[src/rtl/mopdp_pkg.sv]
// Types and constants of the micro-op datapath
package mopdp_pkg;

   localparam int DATA_W = 8;
   localparam int ADDR_W = 16;
   localparam int FUNC_W = 5;
   localparam int SEL_W  = 3;

   typedef enum logic [FUNC_W-1:0] {
      OP_PC_OUT   = 5'd0,
      OP_PC_IN    = 5'd1,
      OP_PCL_IN   = 5'd2,
      OP_PCH_IN   = 5'd3,
      OP_ALL_IN   = 5'd4,
      OP_ALH_IN   = 5'd5,
      OP_AL_IN    = 5'd6,
      OP_AA_OUT   = 5'd7,
      OP_DL_IN    = 5'd8,
      OP_DL_OUT   = 5'd9,
      OP_IR_IN    = 5'd10,
      OP_X_IN     = 5'd11,
      OP_Y_IN     = 5'd12,
      OP_ALU_OUT  = 5'd13,
      OP_ADD      = 5'd14,
      OP_SUB      = 5'd15,
      OP_INC      = 5'd16,
      OP_DEC      = 5'd17,
      OP_AND      = 5'd18,
      OP_NOT      = 5'd19,
      OP_SEL_REG  = 5'd20,
      OP_R_IN     = 5'd21,
      OP_R_OUT    = 5'd22,
      OP_READ     = 5'd23,
      OP_WRITE    = 5'd24,
      OP_WAIT_MEM = 5'd25,
      OP_FETCH    = 5'd26,
      OP_DRIVE    = 5'd27
   } op_type;

   typedef struct packed {
      logic [DATA_W-1:0] value;
      logic              zero;
      logic              carry;
   } alu_res_type;

   typedef struct packed {
      logic              rd;
      logic              wr;
      logic [ADDR_W-1:0] addr;
      logic [DATA_W-1:0] wdata;
   } mem_req_type;

endpackage

[src/rtl/mopdp_alu.sv]
// ALU of the micro-op datapath: add, sub, inc, dec with zero and carry flags; and, not
module mopdp_alu
   import mopdp_pkg::*;
(
   input  op_type            op,
   input  logic [DATA_W-1:0] x,
   input  logic [DATA_W-1:0] y,
   output alu_res_type       res
);

   logic [DATA_W:0] wide;

   always_comb begin
      wide = '0;
      res  = '0;
      unique case (op)
         OP_ADD: begin
            wide      = {1'b0, x} + {1'b0, y};
            res.value = wide[DATA_W-1:0];
            res.zero  = (wide[DATA_W-1:0] == '0);
            res.carry = wide[DATA_W];
         end
         OP_SUB: begin
            wide      = {1'b0, x} - {1'b0, y};
            res.value = wide[DATA_W-1:0];
            res.zero  = (wide[DATA_W-1:0] == '0);
            res.carry = wide[DATA_W];
         end
         OP_INC: begin
            wide      = {1'b0, x} + {{DATA_W{1'b0}}, 1'b1};
            res.value = wide[DATA_W-1:0];
            res.zero  = (wide[DATA_W-1:0] == '0);
            res.carry = wide[DATA_W];
         end
         OP_DEC: begin
            wide      = {1'b0, x} - {{DATA_W{1'b0}}, 1'b1};
            res.value = wide[DATA_W-1:0];
            res.zero  = (wide[DATA_W-1:0] == '0);
            res.carry = wide[DATA_W];
         end
         OP_AND: begin
            res.value = x & y;
         end
         OP_NOT: begin
            res.value = ~x;
         end
         default: begin
            res = '0;
         end
      endcase
   end

endmodule

[config.mk]
export PLATFORM = sky130hd
export DESIGN_NAME = mopdp_alu
export DESIGN_NICKNAME = d
export VERILOG_FILES = /design/src/rtl/mopdp_pkg.sv /design/src/rtl/mopdp_alu.sv
export SDC_FILE = /design/constraint.sdc
export NUM_CORES = 1
export LEC_CHECK = 0
export CELL_PAD_IN_SITES_DETAIL_PLACEMENT = 1
export CELL_PAD_IN_SITES_GLOBAL_PLACEMENT = 1
export CORE_MARGIN = 1.5
export CORE_UTILIZATION = 48
export DETAILED_ROUTE_END_ITERATION = 6
export DONT_BUFFER_PORTS = 1
export PLACE_DENSITY = 0.95
export SKIP_LAST_GASP = 1
export SYNTH_ARGS = -nofsm -noshare
export SYNTH_HDL_FRONTEND = slang
export SYNTH_SLANG_ARGS = --single-unit
[constraint.sdc]
create_clock -name vclk -period 3.1
set_input_delay 0.465 -clock vclk [all_inputs]
set_output_delay 0.465 -clock vclk [all_outputs]
set_load 0.05 [all_outputs]
# == Word level (Yosys, flattened, before mapping) ==
# Index checks and enable logic that the tools add are counted.
# op_classes
n_addsub,4
n_eq_ne,6
muxes,2
bitwise,2
n_reduce_logical,4
# op_table
op,n
one-hot mux 8 bit (6 select lines),1
logical NOT 8 bit,4
"equality test 5 bit, second input constant",4
"equality test 5 x 4 -> 1 bit, second input constant",2
"adder 8 x 1 -> 9 bit, second input constant",1
adder 8 x 8 -> 9 bit,1
"subtractor 8 x 1 -> 9 bit, second input constant",1
subtractor 8 x 8 -> 9 bit,1
bitwise AND 8 bit,1
inverter 8 bit,1
one-hot mux 2 bit (4 select lines),1
# totals
register_bits,0
out_inout_bits,10

# == Depth between registers and ports, before layout ==
# logic_depth
depth_word,3
mapped_depth,10

# == Least setup slack after synthesis ==
# Ideal clock, no wire load.
# synth_path
path_type,input to output
startpoint,input y[2]
endpoint,output res[0] (netlist bit)
arrival_ns,2.825
slack_ns,-0.190
cell_stages,9
path_cell_list,inv_1 ha_1 buf_6 nand2b_1 a221oi_2 nor2_1 o21ai_0 a21oi_1 o311ai_1
# synth_rtl
item,line_no,text
start: declaration,mopdp_alu.sv:7,"input logic [DATA_W-1:0] y,"
end: declaration,mopdp_alu.sv:8,output alu_res_type res

==> metrics.md <==
| Metric | Value |
|---|---|
| Outcome | `complete, no violations` |
| Buffers added on ports | `0` |
| Count of unresolved DRC violations after routing | `0` |
| Transition time at the pin with the least slew margin | `a little over 900 ps` |
| Synthesis-to-layout area growth | `3.87%` |
| Sum of overflow across all layers after global routing | `0` |
| Peak supply drop | `0.102 mV` |
| Number of setup buffers added after CTS | `0` |
| Leading cell types by total area after synthesis | `sky130_fd_sc_hd__ha_1, sky130_fd_sc_hd__xnor2_1, sky130_fd_sc_hd__nand2_1, sky130_fd_sc_hd__nor2_1, sky130_fd_sc_hd__inv_1` |
| Final sequential cell count | `0` |
| Clock buffer instance count of the final layout | `0` |
| Quantity of hold-fixing buffers added after cts | `0` |
| Ranking of synthesized cells by instance count | `sky130_fd_sc_hd__ha_1, sky130_fd_sc_hd__nand2_1, sky130_fd_sc_hd__nor2_1` |
| Vias in the first global route | `between 1500 and 2000` |
| Share of final-layout standard cells stronger than drive strength 1 | `about 9.1%` |
| HPWL Detailed | `about 4200 um` |
| WP data arrival | `2470 ps` |
| Worst setup path category | `input pin to primary output` |
| Clock power share | `0%` |
| Sequential share of power | `0%` |
| M2 GR Usage | `55.6%` |
| Type of destination of the critical path | `primary output` |
| Detailed-route via count | `around 1700` |
| Final-report max-slew violation count | `0` |
| Width of the chip | `between 60 and 70 um` |
| Power Internal | `just over 100 uW` |
| Antenna violations before repair | `0` |
| Maximum number of pins on one net before global-route repair | `18` |
| Top Ports | `31` |
| Total detailed-routing wirelength | `around 4900 um` |
| Average wire length per cell after detail routing | `between 15 and 20 um` |
| Top-area cell type share of the netlist area | `about 17%` |
| Hold/Removal Path Class | `input pin to primary output` |
| CP Max Fanout | `9` |
| Post-Syn Area | `~0.0016 mm2` |
| Met1 track utilization from global routing | `a little over a third` |
| Power Density | `154 mW/mm2` |
| Critical path startpoint category | `input pin` |
| Share of total power in combinational logic | `100.0%` |
| Library cell occupying the most area in the post-synthesis netlist | `sky130_fd_sc_hd__ha_1` |
| Final estimated routing congestion in global placement | `0.896` |
| Achievable Freq | `approximately 0.34 GHz` |
| Synthesized net count | `278` |
| Number of iterations in the first detailed-routing pass | `4` |
| # resized after CTS | `0` |
| Number of antenna-violating nets in the routed design | `0` |
| Number of instances in the synthesized netlist | `around 230` |
| Hold path depth | `3` |
| Initial cell density of the core | `approximately half` |
| Leakage power of the design | `0.712 nW` |
| Non-filler cells in the finished layout | `274` |
| Global-route wire length before repair | `~8000 um` |
| Final cycle utilization of the critical path | `a little over nine tenths` |
| Number of nets in the layout | `approximately 280` |
| Total instance count after detailed placement | `274` |
| Number of warning messages in the yosys log | `0` |
| Final antenna diode count | `0` |
| CORE AREA | `approximately 0.0031 mm2` |
| Number of hold violations in the final report | `0` |
| Die Y-Extent | `between 60 and 70 um` |
| Share of the core filled with cells | `a little over half` |
| GR Util met3 | `2.13%` |
| Number of vias per cell after detailed routing | `6.12` |
| Reg area | `0 um2` |
| Max-capacitance violation count | `0` |
| Final critical-path required period | `about 2900 ps` |
| Net switching power of the design | `roughly 150 uW` |
| Final count of negative-setup-slack endpoints | `0` |
| Count of unique library cells instantiated by Yosys | `between 50 and 60` |
| Setup repair after global routing missed its margin | `true` |
| Sequential element share of the synthesized area | `0%` |
| Gr busiest metal | `met2` |
| Synthesized area per cell | `~6.8 um2` |
| Total Die Area | `about 0.0037 mm2` |
| Overall global routing resource usage | `between 20% and 30%` |
| Relative max-transition margin | `between 30% and 40%` |
| Switching share of total power | `60.0%` |
| Iteration-0 DRC Markers | `60` |
| Std-Cell Rows | `20` |
| Worst EP required | `roughly 2600 ps` |
## cell type report
class                      count  area (um2)
inverter                      21        78.8
tap                           44        55.1
multi-input combinational    199        1420
fill                         438        1460
timing repair buffer          10        87.6
## per-stage QoR
stage / setup slack (ps) / area [um2] / power [mW] / setup TNS (ps) / hold WS [ps]
floorplan: 22.0 / 1590 / 0.218 / 0 / 1390
global placement: 212 / 1640 / 0.238 / 0 / 1270
detailed placement: 79.9 / 1640 / 0.250 / 0 / 1270
CTS: 64.1 / 1640 / 0.250 / 0 / 1270
global route: -15.8 / 1640 / 0.279 / -15.8 / 1290
finish: 161 / 1640 / 0.254 / 0 / 1260
## kinds of logic after synthesis
group                      share of synthesized area, %
AOI/OAI and AO/OA                                  29.9
and+or+nand+nor                                    27.4
muxes                                              1.98
buffers and inverters                              11.1
xor gates and xnor gates                           10.5
adders and majority gates                          19.1
## cell usage in the layout (no fill, tap or decap), types with 2 or more instances in the layout
| cell type | count |
|---|---|
| sky130_fd_sc_hd__nor2b_1 | 5 |
| sky130_fd_sc_hd__inv_1 | 20 |
| sky130_fd_sc_hd__o211ai_1 | 5 |
| sky130_fd_sc_hd__xnor2_1 | 14 |
| sky130_fd_sc_hd__o31a_1 | 2 |
| sky130_fd_sc_hd__o21a_1 | 2 |
| sky130_fd_sc_hd__o221ai_1 | 3 |
| sky130_fd_sc_hd__nand4_1 | 3 |
| sky130_fd_sc_hd__o21ai_0 | 12 |
| sky130_fd_sc_hd__and2_1 | 2 |
| sky130_fd_sc_hd__fa_1 | 2 |
| sky130_fd_sc_hd__a221oi_2 | 2 |
| sky130_fd_sc_hd__buf_4 | 9 |
| sky130_fd_sc_hd__xor2_1 | 5 |
| sky130_fd_sc_hd__and3_1 | 3 |
| sky130_fd_sc_hd__a21oi_1 | 13 |
| sky130_fd_sc_hd__nand2_1 | 21 |
| sky130_fd_sc_hd__mux2i_1 | 2 |
| sky130_fd_sc_hd__a21oi_2 | 2 |
| sky130_fd_sc_hd__o22ai_1 | 3 |
| sky130_fd_sc_hd__nand2b_1 | 4 |
| sky130_fd_sc_hd__a21o_1 | 2 |
| sky130_fd_sc_hd__ha_1 | 21 |
| sky130_fd_sc_hd__a211o_1 | 4 |
| sky130_fd_sc_hd__nor3_1 | 6 |
| sky130_fd_sc_hd__nor2_1 | 21 |
| sky130_fd_sc_hd__a211oi_1 | 2 |
| sky130_fd_sc_hd__nand3_1 | 10 |
| sky130_fd_sc_hd__o2111ai_1 | 2 |
| sky130_fd_sc_hd__o21ai_1 | 3 |
## routing by layer
layer	vias to the layer above	part of all wire [%]	routed length [um]
li1	829	-	-
met1	797	45	2200
met2	42	50	2480
met3	10	3.5	172
met4	0	1.4	71
met5	-	0	0
## final timing paths
path / from / to / slack, ps
setup / recovery: x[0] / res[1] / 160
hold / removal: op[1] / res[8] / 1260
## worst max-delay path: stages
cell	delay, ps
sky130_fd_sc_hd__inv_1	110
sky130_fd_sc_hd__ha_1	160
sky130_fd_sc_hd__inv_1	50
sky130_fd_sc_hd__fa_1	440
sky130_fd_sc_hd__a21oi_2	180
sky130_fd_sc_hd__o21ai_0	150
sky130_fd_sc_hd__o31a_1	280
sky130_fd_sc_hd__a21o_1	180
sky130_fd_sc_hd__nand3_1	80
sky130_fd_sc_hd__o221ai_1	150
sky130_fd_sc_hd__buf_4	230
## power by group through the flow
stage          registers [mW]  logic [mW]  clock network (mW)
2_1_floorplan               0       0.218                   0
3_3_place_gp                0       0.238                   0
6_report                    0       0.254                   0
3_5_place_dp                0       0.250                   0
5_1_grt                     0       0.279                   0
4_1_cts                     0       0.250                   0
No activity file was read; power rests on OpenSTA's default activity.
